File: src/hw/rtl/stable_load_detector_assert.svh
// Assertion macros for the stable load detector.
`ifndef STABLE_LOAD_DETECTOR_ASSERT_SVH
`define STABLE_LOAD_DETECTOR_ASSERT_SVH

// Same-cycle implication, sampled on i_clk, off during reset.
`define SLD_ASSERT_NOW(lbl, ante, cons) \
    lbl: assert property (@(posedge i_clk) disable iff (!i_rst_n) (ante) |-> (cons)) \
        else $error("sld check failed");

// Next-cycle implication, sampled on i_clk, off during reset.
`define SLD_ASSERT_NEXT(lbl, ante, cons) \
    lbl: assert property (@(posedge i_clk) disable iff (!i_rst_n) (ante) |=> (cons)) \
        else $error("sld check failed");

`endif

File: src/hw/rtl/sld_pkg.sv
// Package: shared types, codes and helpers of the stable load detector.
package sld_pkg;

    localparam int TABLE_ENTRIES_DEF = 64;
    localparam int MAX_TRACKED_DEF   = 8;

    localparam int ADDR_W   = 64;
    localparam int DATA_W   = 64;
    localparam int SIZE_W   = 8;
    localparam int KIND_W   = 2;
    localparam int BUCKET_W = 3;
    localparam int VERD_W   = 3;
    localparam int OCC_W    = 32;
    localparam int BIN_W    = 48;
    localparam int HIST_DEPTH = 24;
    localparam int HIST_IDX_W = KIND_W + BUCKET_W;

    localparam logic [KIND_W-1:0] KIND_RIP   = 2'd0;
    localparam logic [KIND_W-1:0] KIND_STACK = 2'd1;
    localparam logic [KIND_W-1:0] KIND_REG   = 2'd2;

    localparam logic [BUCKET_W-1:0] BUCKET_ODD = 3'd7;

    localparam logic [VERD_W-1:0] V_IGNORED  = 3'd0;
    localparam logic [VERD_W-1:0] V_COUNTED  = 3'd1;
    localparam logic [VERD_W-1:0] V_UNSTABLE = 3'd2;
    localparam logic [VERD_W-1:0] V_NEW      = 3'd3;
    localparam logic [VERD_W-1:0] V_REPEAT   = 3'd4;
    localparam logic [VERD_W-1:0] V_BROKE    = 3'd5;
    localparam logic [VERD_W-1:0] V_FULL     = 3'd6;

    // One load request travelling down the cell row.
    typedef struct packed {
        logic                vld;
        logic                done;
        logic [ADDR_W-1:0]   key;
        logic [ADDR_W-1:0]   addr;
        logic [DATA_W-1:0]   data;
        logic [KIND_W-1:0]   kind;
        logic [BUCKET_W-1:0] bucket;
        logic [VERD_W-1:0]   verdict;
        logic [OCC_W-1:0]    occ;
        logic [BIN_W-1:0]    bin;
    } t_probe;

    function automatic logic [BUCKET_W-1:0] bucket_of(input logic [SIZE_W-1:0] size);
        logic [BUCKET_W-1:0] b;
        case (size)
            8'd1:    b = 3'd0;
            8'd2:    b = 3'd1;
            8'd4:    b = 3'd2;
            8'd8:    b = 3'd3;
            8'd16:   b = 3'd4;
            8'd32:   b = 3'd5;
            8'd64:   b = 3'd6;
            default: b = BUCKET_ODD;
        endcase
        return b;
    endfunction

endpackage

File: src/hw/rtl/sld_cell.sv
// Table cell: one entry of the load table, resolves and forwards a request.
module sld_cell (
    input  logic            i_clk,
    input  logic            i_rst_n,
    input  logic            i_advance,
    input  sld_pkg::t_probe i_probe,
    output sld_pkg::t_probe o_probe
);

    logic                        r_valid;
    logic [sld_pkg::ADDR_W-1:0]  r_key;
    logic [sld_pkg::ADDR_W-1:0]  r_addr;
    logic [sld_pkg::DATA_W-1:0]  r_value;
    logic                        r_unst;
    logic [sld_pkg::OCC_W-1:0]   r_count;
    sld_pkg::t_probe             r_p;
    sld_pkg::t_probe             n_p;

    logic                        w_live;
    logic                        w_hit;
    logic                        w_alloc;
    logic                        w_same;
    logic [sld_pkg::OCC_W-1:0]   w_count_inc;

    assign w_live      = i_probe.vld && !i_probe.done;
    assign w_hit       = w_live && r_valid && (r_key == i_probe.key);
    assign w_alloc     = w_live && !r_valid;
    assign w_same      = (r_addr == i_probe.addr) && (r_value == i_probe.data);
    assign w_count_inc = (&r_count) ? r_count : r_count + 1'b1;

    always_comb begin
        n_p = i_probe;
        if (w_hit) begin
            n_p.done = 1'b1;
            if (r_unst) begin
                n_p.verdict = sld_pkg::V_UNSTABLE;
            end else if (!w_same) begin
                n_p.verdict = sld_pkg::V_BROKE;
            end else begin
                n_p.verdict = sld_pkg::V_REPEAT;
                n_p.occ     = w_count_inc;
            end
        end else if (w_alloc) begin
            n_p.done    = 1'b1;
            n_p.verdict = sld_pkg::V_NEW;
            n_p.occ     = sld_pkg::OCC_W'(1);
        end
    end

    always_ff @(posedge i_clk) begin
        if (!i_rst_n) begin
            r_valid <= 1'b0;
            r_p.vld <= 1'b0;
        end else if (i_advance) begin
            r_p.vld <= n_p.vld;
            if (w_alloc) begin
                r_valid <= 1'b1;
            end
        end
    end

    always_ff @(posedge i_clk) begin
        if (i_advance) begin
            r_p.done    <= n_p.done;
            r_p.key     <= n_p.key;
            r_p.addr    <= n_p.addr;
            r_p.data    <= n_p.data;
            r_p.kind    <= n_p.kind;
            r_p.bucket  <= n_p.bucket;
            r_p.verdict <= n_p.verdict;
            r_p.occ     <= n_p.occ;
            r_p.bin     <= n_p.bin;
            if (w_alloc) begin
                r_key   <= i_probe.key;
                r_addr  <= i_probe.addr;
                r_value <= i_probe.data;
                r_unst  <= 1'b0;
                r_count <= sld_pkg::OCC_W'(1);
            end else if (w_hit && !r_unst) begin
                if (w_same) begin
                    r_count <= w_count_inc;
                end else begin
                    r_unst <= 1'b1;
                end
            end
        end
    end

    assign o_probe = r_p;

endmodule

File: config.mk
export PLATFORM = sky130hd
export DESIGN_NAME = sld_cell
export DESIGN_NICKNAME = d
export VERILOG_FILES = /design/src/hw/rtl/stable_load_detector_assert.svh /design/src/hw/rtl/sld_pkg.sv /design/src/hw/rtl/sld_cell.sv
export SDC_FILE = /design/constraint.sdc
export NUM_CORES = 1
export LEC_CHECK = 0
export ABC_CLOCK_PERIOD_IN_PS = 7000
export BUFFER_PORTS_ARGS = -buffer_cell sky130_fd_sc_hd__buf_2
export CAP_MARGIN = 20
export CORE_ASPECT_RATIO = 0.5
export CORE_MARGIN = 3
export CORE_UTILIZATION = 51
export CTS_CLUSTER_DIAMETER = 80
export DETAILED_ROUTE_END_ITERATION = 8
export HOLD_SLACK_MARGIN = 0.06
export PLACE_DENSITY = 0.78
export SLEW_MARGIN = 25
export SYNTH_ARGS = -nofsm -noshare
export SYNTH_HDL_FRONTEND = slang
export SYNTH_SLANG_ARGS = --single-unit
File: constraint.sdc
create_clock -name i_clk -period 7 [get_ports i_clk]
set_input_delay 0.35 -clock i_clk [delete_from_list [all_inputs] [get_ports i_clk]]
set_output_delay 0.35 -clock i_clk [all_outputs]
set_load 0.01 [all_outputs]
==> After elaboration in Yosys (flattened, before gate mapping) <==
Cells that the tools add are included.
{ "totals": {"reg_bits": 508, "inputBits": 285, "out_inout_bits": 282, "wordCells": 48} }
{ "op_classes": {"n_addsub": 1, "n_eq_ne": 4, "muxes": 11, "n_reduce_logical": 16} }
{ "op_table": {"columns": ["operator", "n"], "rows": [
  ["$eq A64 B64 Y1", 3],
  ["$mux W32", 5],
  ["$mux W35", 2],
  ["$add A32 B1 Y32 const B", 1],
  ["$reduce_and A32 Y1", 1],
  ["$logic_and A1 B1 Y1", 6],
  ["$reduce_and A3 Y1", 2],
  ["$reduce_bool A2 Y1", 2],
  ["$logic_not A1 Y1", 3],
  ["$mux W1", 3],
  ["$mux W3", 1],
  ["$ne A2 B2 Y1 const B", 1],
  ["$reduce_and A2 Y1", 1],
  ["$reduce_or A2 Y1", 1]
]} }

==> Depth between registers and ports, before layout <==
{ "depth": {"depth_word": 7, "depth_mapped": 8, "ltp_nobuf": 7} }

==> Least setup slack after synthesis <==
Ideal clock, no wire load.
{ "synth_path": {"path_type": "input -> register", "start": "in i_probe[280] (netlist bit)", "end": "reg r_addr[0] (netlist bit), enable pin", "setup_time_ns": 0.576, "arrival_ns": 5.315, "required_time_ns": 6.424, "setup_slack_ns": 1.109, "cell_stages": 3, "cell_sequence": "nor3b_1 clkbuf_1 and2_1"} }
{ "synth_between": {"elab_chain_cells": 4} }
{ "synth_rtl": {"columns": ["element", "line", "rtl"], "rows": [
  ["from (decl)", "sld_cell.sv:6", "input sld_pkg::t_probe i_probe,"],
  ["$logic_not A1 Y1", "sld_cell.sv:25", "assign w_live = i_probe.vld && !i_probe.done;"],
  ["$logic_and A1 B1 Y1", "sld_cell.sv:25", null],
  ["$logic_and A1 B1 Y1", "sld_cell.sv:27", "assign w_alloc = w_live && !r_valid;"],
  ["$reduce_and A2 Y1 (no source line)", null, null],
  ["to (signal assigned)", "sld_cell.sv:75", "r_addr <= i_probe.addr;"],
  ["to (decl)", "sld_cell.sv:12", "logic [sld_pkg::ADDR_W-1:0] r_addr;"]
]} }
No other way between the ends.
A chain may end at the register's enable or synchronous reset.

==> Final worst setup path <==
{ "layout_path": {"start": "in i_probe[148] (netlist bit)", "end": "reg r_count[19] (netlist bit), enable pin"} }
{ "layout_between": {"elab_chain_cells": 4} }
{ "layout_rtl": {"columns": ["element", "line", "rtl"], "rows": [
  ["$eq A64 B64 Y1", "sld_cell.sv:28", "assign w_same = (r_addr == i_probe.addr) && (r_value == i_probe.data);"],
  ["$logic_and A1 B1 Y1", "sld_cell.sv:28", null],
  ["$reduce_bool A2 Y1 (no source line)", null, null],
  ["$reduce_and A3 Y1 (no source line)", null, null],
  ["to (signal assigned)", "sld_cell.sv:78", "r_count <= sld_pkg::OCC_W'(1);"],
  ["to (signal assigned)", "sld_cell.sv:81", "r_count <= w_count_inc;"],
  ["to (decl)", "sld_cell.sv:15", "logic [sld_pkg::OCC_W-1:0] r_count;"]
]} }
No other way between the ends.

==> key figures <==
Status
  – Status: completed

Timing
  – Fmax: 237 MHz
  – RSZ-0062 raised after global routing: no
  – # setup viols final: 0
  – Slew margin rel.: 31.3%
  – Final period util: 60.2%
  – Minimum clock period: 4210 ps
  – Slew @ Worst Pin: 1030 ps
  – Setup TNS Final: 0 ps
  – Fin worst setup slack: 2790 ps
  – Worst hold slack: between 90 and 100 ps
  – Max-slew violations: 0
  – Clock skew: roughly 22 ps
  – Fin. Hold Viols: 0

Routing
  – DRT Pass-1 Iters: 5
  – Via/cell ratio: 5.27
  – WL/cell: 22.9 um
  – DRC: 0
  – DRT iter0 DRCs: about 1k
  – Total number of vias: ~13k
  – Final wirelength: 55000 um
  – ANT nets after route: 0

Critical path
  – Crit-path max FO: 33
  – Worst Setup End Kind: flop
  – Largest stage delay, worst path: 590 ps
  – Worst EP arrival: about 4400 ps
  – Slowest stage cell on the critical path: o21a_1
  – WP data required: 7220 ps
  – Critical setup path kind: input pin to flop
  – Crit path buf inv count: 4
  – CP Launch Type: input pin
  – Cell breakdown of the critical path: dlygate4sd3_1 > buf_2 > xor2_1 > nor4_1 > nand4_1 > nor4_1 > and4bb_2 > buf_4 > o21a_1 > buf_4
  – Delay-heaviest family, CP: simple AND/OR/NAND/NOR gates

Synth
  – Synth area leader: edfxtp_1
  – Post-synthesis mux area share: 1.80%
  – Avg Inst Size Synth: 18.5 um2
  – Synth Area in Compound Gates: 0.563%
  – Adder-Cell Fraction of Synth Area: 0.0662%
  – Simple-gate share of the synthesized area: under 10%
  – Synth Register Bits: approximately 500
  – Post-synth cell types: 40
  – Prevailing post-synth register cell: edfxtp_1
  – Yosys warnings: 0
  – Post-synth EDFFs: between 500 and 600
  – XOR/XNOR share of the synthesized area: 10.2%
  – Synth top area cells: edfxtp_1 80%, xor2_1 6.5%, xnor2_1 3.7%
  – Post-synthesis sequential area ratio: 80.6%
  – Syn Nets: 1309
  – Synth top area share: 80.4%
  – Largest family of logic cells by synthesized area: XOR/XNOR gates
  – Netlist Area Pre-Place: 0.0189 mm2
  – Mapped Cells: 1023
  – Async SR Flop Fraction: 0%

CTS
  – Later-pin clock latency in the skew report: about 550 ps
  – TritonCTS clock tree: yes
  – CTS resizes: 0
  – Htree depth: 2
  – Clk slew on worst S/H paths: roughly 70 ps
  – CTS max path bufs: 3
  – Cts bufs inserted: 45
  – Setup bufs post-CTS: 0
  – Clock tree root driver cell: clkbuf_16
  – Clock sink count: ~510
  – Hold buffers post-CTS: 240

Global route
  – Vias in the first global route: 13.3k
  – Grt ovf: 0
  – Overall Global Routing Usage: 27.0%
  – First-pass GRT wire length: 80900 um
  – Antenna violations before repair: 6
  – Largest net degree at the start of global routing: 82

Cells and area
  – Area grow syn2layout: 38.8%
  – Nets@finish: 2159
  – Layout cells sized above 1: 34.0%
  – Fillcell total: 2242
  – Fin util: 72.4%
  – FF+latch area: approximately 0.015 mm2
  – Multi-input gate area: 0.00358 mm2

Place
  – Pre-CTS setup slack: 2780 ps
  – # port buffers: 566
  – HPWL after DPL: about 36000 um
  – Gpl congestion: 0.911

Floorplan
  – Die span in x: 278 um
  – Die height: 142 um
  – FP Rows: slightly below 50
  – Initial Util: 52.2%
  – Die area: 0.0396 mm2
  – IO Pins: 567
  – Area of the core: approximately 0.036 mm2

Power and ir drop
  – VDD IR-drop max: 0.170 mV
  – Pwr Total: around 6.7 mW
  – Lkg Pwr: 10.0 nW
  – Power density over cell area: 257 mW/mm2

Worst hold path
  – Class of the worst hold path: input pin to flop

Flow run
  – Max-Cap Viols: 0
==> worst reg2reg max path: stages (launching register included) <==
cell	delay [ps]
edfxtp_1	400
xor2_1	160
nor4_1	550
nand4_1	300
nor4_1	540
and4bb_2	330
buf_4	460
o21a_1	640
buf_4	380
==> stage by stage <==
step                      instance area, um2  std cells
after floorplan                        18900       1023
final                                  26200       2399
after global routing                   26200       2399
after CTS                              26200       2390
after detailed placement               22300       2067
after global placement                 22300       2067
==> synth_stat cells (4+ instances only) <==
master      n
a21oi_1     4
and3_1      7
clkbuf_1    8
edfxtp_1  506
mux2i_1    34
nand2_1    44
nand3_1    17
nand4_1    44
nor2_1     46
nor3_1      8
nor4_1     40
xnor2_1    79
xor2_1    141
==> sequential cells by signal (all words and copies together) (netlist names) <==
name and flops:
r_key 64, r_unst 1, r_valid 1, r_value 64, r_addr 64, r_count 32, o_probe 282
==> layer usage <==
metal / vias up / GRT usage [%] / wire, um
met5: - / 0 / 0
met4: 0 / 10.5 / 2060
met3: 140 / 4.33 / 2620
met2: 508 / 50.7 / 30100
met1: 6378 / 31.4 / 20200
li1: 5620 / - / -
==> placed cells by master (no fill, tap or decap), types with 8 or more instances in the layout <==
cell type	count
nor4_1	40
buf_2	565
clkbuf_1	9
mux2i_1	34
nor2_1	46
clkbuf_16	46
clkinv_2	11
nand4_1	44
dlygate4sd3_1	242
edfxtp_1	506
nor3_1	8
buf_4	8
nand2_1	44
nand3_1	17
xnor2_1	79
xor2_1	141
==> area by class of cell <==
cell class | count | share of cell area (%)
timing repair buffer | 817 | 20.4
multi-input combinational | 497 | 13.7
antenna | 6 | 0.0572
tap | 484 | 2.31
clock inverter | 28 | 0.972
clock buffer | 55 | 4.51
inverter | 4 | 0.0572
sequential | 508 | 58.0
==> power breakdown <==
group          total, mW  switching, mW  leakage, nW  internal, mW
clock               2.49           1.13        0.696          1.36
sequential          3.61         0.0655         4.84          3.54
combinational      0.653          0.361         4.50         0.292
total               6.75           1.56         10.0          5.19
==> cells by family after synthesis <==
family / Yosys count
DFF: 508
and+or+nand+nor: 226
xor gates and xnor gates: 220
muxes: 34
buffers and inverters: 18
AOI/OAI and AO/OA: 16
adders and majority gates: 1
==> final timing paths <==
kind / endpoint / slack, ps / cells past startpoint / from
setup / recovery: r_count[19] / 2790 / 10 / i_probe[148]
hold / removal: o_probe[149] / 90 / 1 / i_probe[149]
setup reg to reg: r_count[19] / 2910 / 8 / r_value[60]
hold reg to reg: r_valid / 520 / 1 / r_valid
Note: power is estimated with default switching activity, not from simulation.
