$ cat config.mk
export PLATFORM = sky130hd
export DESIGN_NAME = sld_front
export DESIGN_NICKNAME = d
export VERILOG_FILES = /design/src/hw/rtl/stable_load_detector_assert.svh /design/src/hw/rtl/sld_pkg.sv /design/src/hw/rtl/sld_front.sv
export SDC_FILE = /design/constraint.sdc
export NUM_CORES = 2
export LEC_CHECK = 0
export BUFFER_PORTS_ARGS = -buffer_cell sky130_fd_sc_hd__buf_4
export CAP_MARGIN = 25
export CELL_PAD_IN_SITES_DETAIL_PLACEMENT = 2
export CELL_PAD_IN_SITES_GLOBAL_PLACEMENT = 2
export CORE_MARGIN = 3
export CORE_UTILIZATION = 37
export CTS_CLUSTER_DIAMETER = 30
export CTS_CLUSTER_SIZE = 24
export DETAILED_ROUTE_END_ITERATION = 7
export GPL_TIMING_DRIVEN = 0
export PLACE_DENSITY_LB_ADDON = 0.1
export SETUP_SLACK_MARGIN = 0.3
export SLEW_MARGIN = 20
export SYNTH_ARGS = -nofsm -noshare
export SYNTH_HDL_FRONTEND = slang
export SYNTH_SLANG_ARGS = --single-unit
$ cat constraint.sdc
create_clock -name i_clk -period 6.2 [get_ports i_clk]
set_clock_uncertainty 0.15 [all_clocks]
set_input_delay 1.24 -clock i_clk [delete_from_list [all_inputs] [get_ports i_clk]]
set_output_delay 1.24 -clock i_clk [all_outputs]
set_load 0.005 [all_outputs]
$ cat src/hw/rtl/stable_load_detector_assert.svh
// Assertion macros for the stable load detector.
`ifndef STABLE_LOAD_DETECTOR_ASSERT_SVH
`define STABLE_LOAD_DETECTOR_ASSERT_SVH

// Same-cycle implication, sampled on i_clk, off during reset.
`define SLD_ASSERT_NOW(lbl, ante, cons) \
    lbl: assert property (@(posedge i_clk) disable iff (!i_rst_n) (ante) |-> (cons)) \
        else $error("sld check failed");

// Next-cycle implication, sampled on i_clk, off during reset.
`define SLD_ASSERT_NEXT(lbl, ante, cons) \
    lbl: assert property (@(posedge i_clk) disable iff (!i_rst_n) (ante) |=> (cons)) \
        else $error("sld check failed");

`endif

$ cat src/hw/rtl/sld_pkg.sv
// Package: shared types, codes and helpers of the stable load detector.
package sld_pkg;

    localparam int TABLE_ENTRIES_DEF = 64;
    localparam int MAX_TRACKED_DEF   = 8;

    localparam int ADDR_W   = 64;
    localparam int DATA_W   = 64;
    localparam int SIZE_W   = 8;
    localparam int KIND_W   = 2;
    localparam int BUCKET_W = 3;
    localparam int VERD_W   = 3;
    localparam int OCC_W    = 32;
    localparam int BIN_W    = 48;
    localparam int HIST_DEPTH = 24;
    localparam int HIST_IDX_W = KIND_W + BUCKET_W;

    localparam logic [KIND_W-1:0] KIND_RIP   = 2'd0;
    localparam logic [KIND_W-1:0] KIND_STACK = 2'd1;
    localparam logic [KIND_W-1:0] KIND_REG   = 2'd2;

    localparam logic [BUCKET_W-1:0] BUCKET_ODD = 3'd7;

    localparam logic [VERD_W-1:0] V_IGNORED  = 3'd0;
    localparam logic [VERD_W-1:0] V_COUNTED  = 3'd1;
    localparam logic [VERD_W-1:0] V_UNSTABLE = 3'd2;
    localparam logic [VERD_W-1:0] V_NEW      = 3'd3;
    localparam logic [VERD_W-1:0] V_REPEAT   = 3'd4;
    localparam logic [VERD_W-1:0] V_BROKE    = 3'd5;
    localparam logic [VERD_W-1:0] V_FULL     = 3'd6;

    // One load request travelling down the cell row.
    typedef struct packed {
        logic                vld;
        logic                done;
        logic [ADDR_W-1:0]   key;
        logic [ADDR_W-1:0]   addr;
        logic [DATA_W-1:0]   data;
        logic [KIND_W-1:0]   kind;
        logic [BUCKET_W-1:0] bucket;
        logic [VERD_W-1:0]   verdict;
        logic [OCC_W-1:0]    occ;
        logic [BIN_W-1:0]    bin;
    } t_probe;

    function automatic logic [BUCKET_W-1:0] bucket_of(input logic [SIZE_W-1:0] size);
        logic [BUCKET_W-1:0] b;
        case (size)
            8'd1:    b = 3'd0;
            8'd2:    b = 3'd1;
            8'd4:    b = 3'd2;
            8'd8:    b = 3'd3;
            8'd16:   b = 3'd4;
            8'd32:   b = 3'd5;
            8'd64:   b = 3'd6;
            default: b = BUCKET_ODD;
        endcase
        return b;
    endfunction

endpackage

$ cat src/hw/rtl/sld_front.sv
// Front stage: classify, mask data, update histogram, launch request into the row.
module sld_front #(
    parameter int MAX_TRACKED_BYTES = sld_pkg::MAX_TRACKED_DEF
) (
    input  logic                        i_clk,
    input  logic                        i_rst_n,
    input  logic                        i_cfg_we,
    input  logic                        i_cfg_wdata,
    input  logic                        i_take,
    input  logic                        i_advance,
    input  logic [sld_pkg::ADDR_W-1:0]  i_key,
    input  logic [sld_pkg::ADDR_W-1:0]  i_addr,
    input  logic [sld_pkg::SIZE_W-1:0]  i_size,
    input  logic                        i_rip,
    input  logic                        i_stack,
    input  logic [sld_pkg::DATA_W-1:0]  i_data,
    output sld_pkg::t_probe             o_probe
);

    logic                          r_track;
    logic [sld_pkg::BIN_W-1:0]     r_hist [sld_pkg::HIST_DEPTH];
    sld_pkg::t_probe               r_p;
    sld_pkg::t_probe               n_p;

    logic [sld_pkg::KIND_W-1:0]     w_kind;
    logic [sld_pkg::BUCKET_W-1:0]   w_bucket;
    logic [sld_pkg::HIST_IDX_W-1:0] w_idx;
    logic [sld_pkg::BIN_W-1:0]      w_bin_new;
    logic [sld_pkg::DATA_W-1:0]     w_data;
    logic                           w_tracked;
    logic                           w_hist_we;

    assign w_kind    = i_rip ? sld_pkg::KIND_RIP :
                       (i_stack ? sld_pkg::KIND_STACK : sld_pkg::KIND_REG);
    assign w_bucket  = sld_pkg::bucket_of(i_size);
    assign w_idx     = {w_kind, w_bucket};
    assign w_bin_new = (&r_hist[w_idx]) ? r_hist[w_idx] : r_hist[w_idx] + 1'b1;
    assign w_tracked = (i_size <= sld_pkg::SIZE_W'(MAX_TRACKED_BYTES));
    assign w_hist_we = i_take && r_track;

    always_comb begin
        for (int b = 0; b < sld_pkg::DATA_W / 8; b++) begin
            w_data[b*8 +: 8] = (sld_pkg::SIZE_W'(b) < i_size) ? i_data[b*8 +: 8] : 8'd0;
        end
    end

    always_comb begin
        n_p         = '0;
        n_p.vld     = i_take;
        n_p.key     = i_key;
        n_p.addr    = i_addr;
        n_p.data    = w_data;
        if (!r_track) begin
            n_p.done    = 1'b1;
            n_p.verdict = sld_pkg::V_IGNORED;
        end else begin
            n_p.kind    = w_kind;
            n_p.bucket  = w_bucket;
            n_p.bin     = w_bin_new;
            n_p.done    = !w_tracked;
            n_p.verdict = w_tracked ? sld_pkg::V_IGNORED : sld_pkg::V_COUNTED;
        end
    end

    always_ff @(posedge i_clk) begin
        if (!i_rst_n) begin
            r_track <= 1'b0;
            r_p.vld <= 1'b0;
            for (int h = 0; h < sld_pkg::HIST_DEPTH; h++) begin
                r_hist[h] <= '0;
            end
        end else begin
            if (i_cfg_we) begin
                r_track <= i_cfg_wdata;
            end
            if (w_hist_we) begin
                r_hist[w_idx] <= w_bin_new;
            end
            if (i_advance) begin
                r_p.vld <= n_p.vld;
            end
        end
    end

    always_ff @(posedge i_clk) begin
        if (i_advance) begin
            r_p.done    <= n_p.done;
            r_p.key     <= n_p.key;
            r_p.addr    <= n_p.addr;
            r_p.data    <= n_p.data;
            r_p.kind    <= n_p.kind;
            r_p.bucket  <= n_p.bucket;
            r_p.verdict <= n_p.verdict;
            r_p.occ     <= n_p.occ;
            r_p.bin     <= n_p.bin;
        end
    end

    assign o_probe = r_p;

endmodule

==> Yosys cells after proc, flatten, opt, wreduce, memory -nomap -nowiden <==
Memories as Yosys holds them, arrays and structs flattened.
Cells that the tools add are included.
Widths: inputs -> output; s select.
{ "word_totals": {"register_bits": 251, "latchBits": 0, "mem_bits_rw": 1152, "rom_bits": 0, "in_bits": 208, "output_inout_bits": 282, "n_memories": 1} }
{ "op_classes": {"n_addsub": 1, "multipliers": 0, "div_mod_pow": 0, "order_cmp": 9, "n_eq_ne": 7, "shifts": 0, "mux": 12, "bitwise": 0, "n_reduce_logical": 4} }
{ "mem_list": {"columns": ["name", "depth", "width", "rd", "rd_clocked_by_memory_dff", "wr", "line_no", "source"], "rows": [
  ["r_hist", 24, 48, 1, 0, 24, "sld_front.sv:21", "logic [sld_pkg::BIN_W-1:0] r_hist [sld_pkg::HIST_DEPTH];"]
]} }
{ "ops": {"columns": ["cell", "count"], "rows": [
  ["$mux 48", 2],
  ["$add 48x1->48 const B", 1],
  ["$reduce_and 48->1", 1],
  ["$reduce_or 48->1", 1],
  ["$lt 3x8->1 const A", 4],
  ["$pmux 3 s7", 1],
  ["$lt 1x8->1 const A", 2],
  ["$lt 2x8->1 const A", 2],
  ["$eq 8x1->1 const B", 1],
  ["$eq 8x2->1 const B", 1],
  ["$eq 8x3->1 const B", 1],
  ["$eq 8x4->1 const B", 1],
  ["$eq 8x5->1 const B", 1],
  ["$eq 8x6->1 const B", 1],
  ["$eq 8x7->1 const B", 1],
  ["$le 8x4->1 const B", 1],
  ["$mux 1", 6],
  ["$mux 5", 1],
  ["$mux 2", 2],
  ["$logic_and 1x1->1", 1],
  ["$logic_not 1->1", 1]
]} }

==> Logic depth before layout (Yosys ltp) <==
{ "depth": {"ltp_word": 6, "ltp_mapped": 26} }

==> Worst setup path after synthesis <==
OpenSTA, ideal clock, no wires.
{ "synth_path": {"kind": "in2reg", "startpoint": "input i_size[2] in the netlist's numbering", "endpoint": "memory r_hist[2][1] in the netlist's numbering (data pin)", "arrival_ns": 5.812, "required_time_ns": 5.785, "setup_slack_ns": -0.027, "path_stages": 25, "cell_sequence": "buf_4 -> xor2_1 -> buf_4 -> o2111ai_4 -> nand3_2 -> buf_6 -> buf_6 -> buf_6 -> buf_6 -> buf_4 -> buf_2 -> nor2_1 -> o21ai_0 -> a31oi_1 -> a21oi_1 -> ha_1 -> o311a_1 -> o211ai_1 -> or4_1 -> buf_2 -> nor3_4 -> buf_6 -> mux2i_2 -> buf_6 -> nor2_1"} }
{ "synth_rtl": {"columns": ["element", "line_no", "source"], "rows": [
  ["start: declaration", "sld_front.sv:13", "input logic [sld_pkg::SIZE_W-1:0] i_size,"],
  ["end: declaration", "sld_front.sv:21", null]
]} }

==> summary.md <==
| Metric | Value |
|---|---|
| Status | complete, but fails checks |
| Failing checks | antenna violations, max-capacitance violations, max-slew violations, negative setup slack |
| First-pass GRT wire length | 524000 um |
| Syn avg cell area | 12.5 um2 |
| WS Path Type | in2reg |
| FILL cells | 15500 |
| Number of flops mapped to enable cells by yosys | 1436 |
| Post-synth top area share | between 60% and 70% |
| Cell Pwr Density | 375 mW/mm2 |
| Ys Warns | 0 |
| DRT iter0 DRCs | 9603 |
| Core area | roughly 0.17 mm2 |
| Max-slew violation count | 11 |
| Initial Util | approximately 37% |
| Routability cong. | roughly 1.0 |
| Part of the cycle the worst path needs | 105% |
| Psw | between 8 and 9 mW |
| CTS Buf Count | about 400 |
| Top sig layer | met5 |
| Power after layout | 34.9 mW |
| Worst r2r path cells | 17 |
| Hold slack | ~0.27 ns |
| WP data arrival | 7.08 ns |
| Via count | 61300 |
| Ports | 490 |
| Final min period | 6.51 ns |
| Hold/Removal Path Class | in2reg |
| Hold violation count in the final report | 0 |
| Peak VDD IR | roughly 320 uV |
| Reg clk slew, reported paths | 0.05 ns |
| Largest net degree at the start of global routing | 86 |
| # rows | approximately 150 |
| Leakage power | 34.8 nW |
| Fin nets | around 6600 |
| Internal Power | 26.1 mW |
| Router iterations before antenna repair | 6 |
| Post-Route WL | ~420000 um |
| Critical R2R Capture | r_hist[8][8] |
| CTS tree | built |
| Clock root cell | clkbuf_16 |
| Die Wd | 419 um |
| Layout cell share with drive strength beyond 1 | 35.0% |
| Commonest non-fill, non-tap cell in the layout | edfxtp_1 |
| Tot GR Track Use | ~44% |
| Critical path fanouts, max | 10 |
| Switch share | roughly a quarter |
| Critical Path RT | just under 7 ns |
| Routed WL per cell | between 40 and 50 um |
| Hold Path Depth | 1 |
| Slew headroom | -12.4% |
| RSZ-0062 raised after global routing | yes |
| Longest Clk Path Bufs | 4 |
| Via count of the first global-routing pass | between 50000 and 60000 |
| Worst Hold End | o_probe[259] |
| Seq pwr share | 32.5% |
| Largest area contributor in the synthesized netlist | edfxtp_1 |
| Post-synthesis sequential area ratio | between 60% and 70% |
| Synth Register Bits | ~1400 |
| Worst R2R Start | r_hist[10][6] |
| Initial antenna violation count | between 40 and 50 |
| Post-Syn Area | between 0.06 and 0.07 mm2 |
| Unique masters post-synth | between 100 and 150 |
| WL met1 | approximately 140000 um |
| Endpoints failing setup | 852 |
| DP Wirelength | about 260000 um |
| Clock sink total | 1438 |
| Port Buffers | about 450 |
| Max-cap violations | 1 |
| Mapped Cells | 5056 |
| Peak Freq | roughly 0.15 GHz |
| Drt drc | 0 |
| Logic pwr share | 8.1% |
| Area contributors post-synth | edfxtp_1 (68%), nor2_1 (5.5%), nor3_1 (3.4%), a21oi_1 (2.0%), o221ai_1 (1.6%) |
| GRT overflow | 0 |
| Die H | roughly 420 um |
| Least-Margin Pin Slew | between 1.5 and 2 ns |
| Worst R2R Setup Slack | 0.64 ns |
| Metal2 WL | 185000 um |
| Async SR Flop Fraction | 0% |
| P&R area growth vs syn | 47.3% |
| Worst skew pair latency | 1.01 ns |
| Worst hold start | i_key[43] |
| Worst Setup Slack, final | -0.306 ns |
| CP Capture Type | register |
| Vias per inst | ~7 |
| DRT antenna net count | 1 |
| Leading cell types in the layout, fill and taps excluded | edfxtp_1 (1436), nor2_1 (887), buf_4 (784) |
| Clk pwr share | 59.4% |
| Cts hold-fix bufs | 0 |
| Number of H-tree levels | 5 |
| Primary FF master, synth | edfxtp_1 |
| Die area | between 0.15 and 0.2 mm2 |
| Metal3 WL | slightly above 50000 um |
| Worst setup SP type | primary input |
power by group through the flow:
stage          Sequential [mW]  Clock [mW]  Combinational (mW)
2_1_floorplan             11.4           0               0.826
3_3_place_gp              11.5           0                1.97
3_5_place_dp              11.4           0                2.11
4_1_cts                   11.3        20.3                2.38
5_1_grt                   11.3        21.1                2.83
6_report                  11.3        20.7                2.84
worst max-delay path: stages:
cell      delay, ns
buf_8          0.11
buf_12         0.13
buf_4          0.14
xnor2_1        0.33
mux2i_4        0.14
a32oi_4        0.59
nor2_4         0.17
buf_6          0.22
buf_8          0.18
buf_12         0.21
o221ai_1       0.38
nand3_2        0.25
a221o_1        0.47
ha_4           0.21
o311a_4        0.13
o211ai_1       0.15
buf_4          0.22
or4_4          0.14
buf_12         0.16
nor3_4         0.07
buf_6          0.13
buf_12         0.14
or3_1          0.37
buf_4          0.20
buf_6          0.15
a21oi_1        0.33
cells in the mapped netlist (11+ instances only):
cell type	n
edfxtp_1	1436
nor2_1	920
nor3_1	430
clkbuf_1	249
a21oi_1	247
buf_2	176
o21ai_0	146
o22ai_1	138
nand2_1	127
o221ai_1	112
buf_4	66
o211ai_1	61
nand3_1	60
o22a_1	57
inv_1	54
nor4_1	54
nor2b_1	45
and2_1	31
buf_6	30
a211oi_1	29
a31oi_1	28
o21a_1	28
and3_1	26
nand4_1	23
buf_1	21
o21ai_1	20
o31a_1	19
o221a_2	18
o31ai_1	18
mux2_2	16
or3_1	16
xnor2_1	15
a21o_1	14
a32oi_1	14
or2_2	13
a211o_1	12
mux2i_1	12
nand2b_1	12
a21oi_2	11
a221oi_1	11
a311oi_1	11
or4_1	11
flip-flops by register name, indices dropped and copies added (netlist names):
register  cells
r_track       1
o_probe     248
r_hist     1189
final cells by class:
class / instances / area [um2] / area share, %
inverters: 56 / 210 / 0.226
flip-flops and latches: 1438 / 43200 / 46.4
clock buffers: 468 / 10300 / 11.1
well taps: 2218 / 2780 / 2.98
diodes: 46 / 115 / 0.124
repair buffers: 846 / 7930 / 8.53
clock inverters: 237 / 2640 / 2.84
multi-input cells: 3090 / 21000 / 22.5
plain buffers: 539 / 4930 / 5.30
routing by layer:
metal	up-vias	track usage (%)
li1	22000	-
met1	31400	51.6
met2	5842	66.4
met3	2069	12.8
met4	8	39.7
met5	-	0
worst max path at each step:
stage          cells past startpoint              to  startpoint
2_1_floorplan                     23    r_hist[2][1]   i_size[2]
3_3_place_gp                      19  r_hist[13][19]   i_size[0]
3_5_place_dp                      20      o_probe[0]   i_size[6]
4_1_cts                           24   r_hist[6][25]   i_size[7]
5_1_grt                           23  r_hist[26][31]   i_size[3]
6_report                          26    r_hist[8][8]   i_size[4]
stage by stage:
step	worst slack, ns	TNS, ns	std cells	util, %	area, um2
6_report	-0.306	-85.37	8938	54.9	93100
5_1_grt	-0.158	-17.47	8900	54.9	93000
4_1_cts	0.0420	0	8732	52.3	88600
3_5_place_dp	-4.44	-6008.76	7875	42.2	71500
3_3_place_gp	-5.70	-9906.45	7795	41.2	69800
2_1_floorplan	0.205	0	5126	-	63600
repair_timing:
action,4_1_cts,5_1_grt
buffers inserted,152,128
setup endpoints to repair,2305,1384
pin swaps,77,179
resized for setup,665,609
gates cloned,2,22
cell families (layout without fill, tap and decap cells):
logic type               Yosys count  in the layout  share of synthesized area [%]
multiplexers                      29             29                          0.497
AND/OR/NAND/NOR                 1839           1839                           13.6
buffers and inverters            598           2146                           4.65
adder cells (fa/ha/maj)            1              1                         0.0198
flip-flops                      1438           1438                           68.3
other                              1            117                        0.00594
XOR/XNOR                          26             26                          0.384
AO/OA/AOI/OAI                   1124           1124                           12.5
Power figures use the tool's default switching activity.
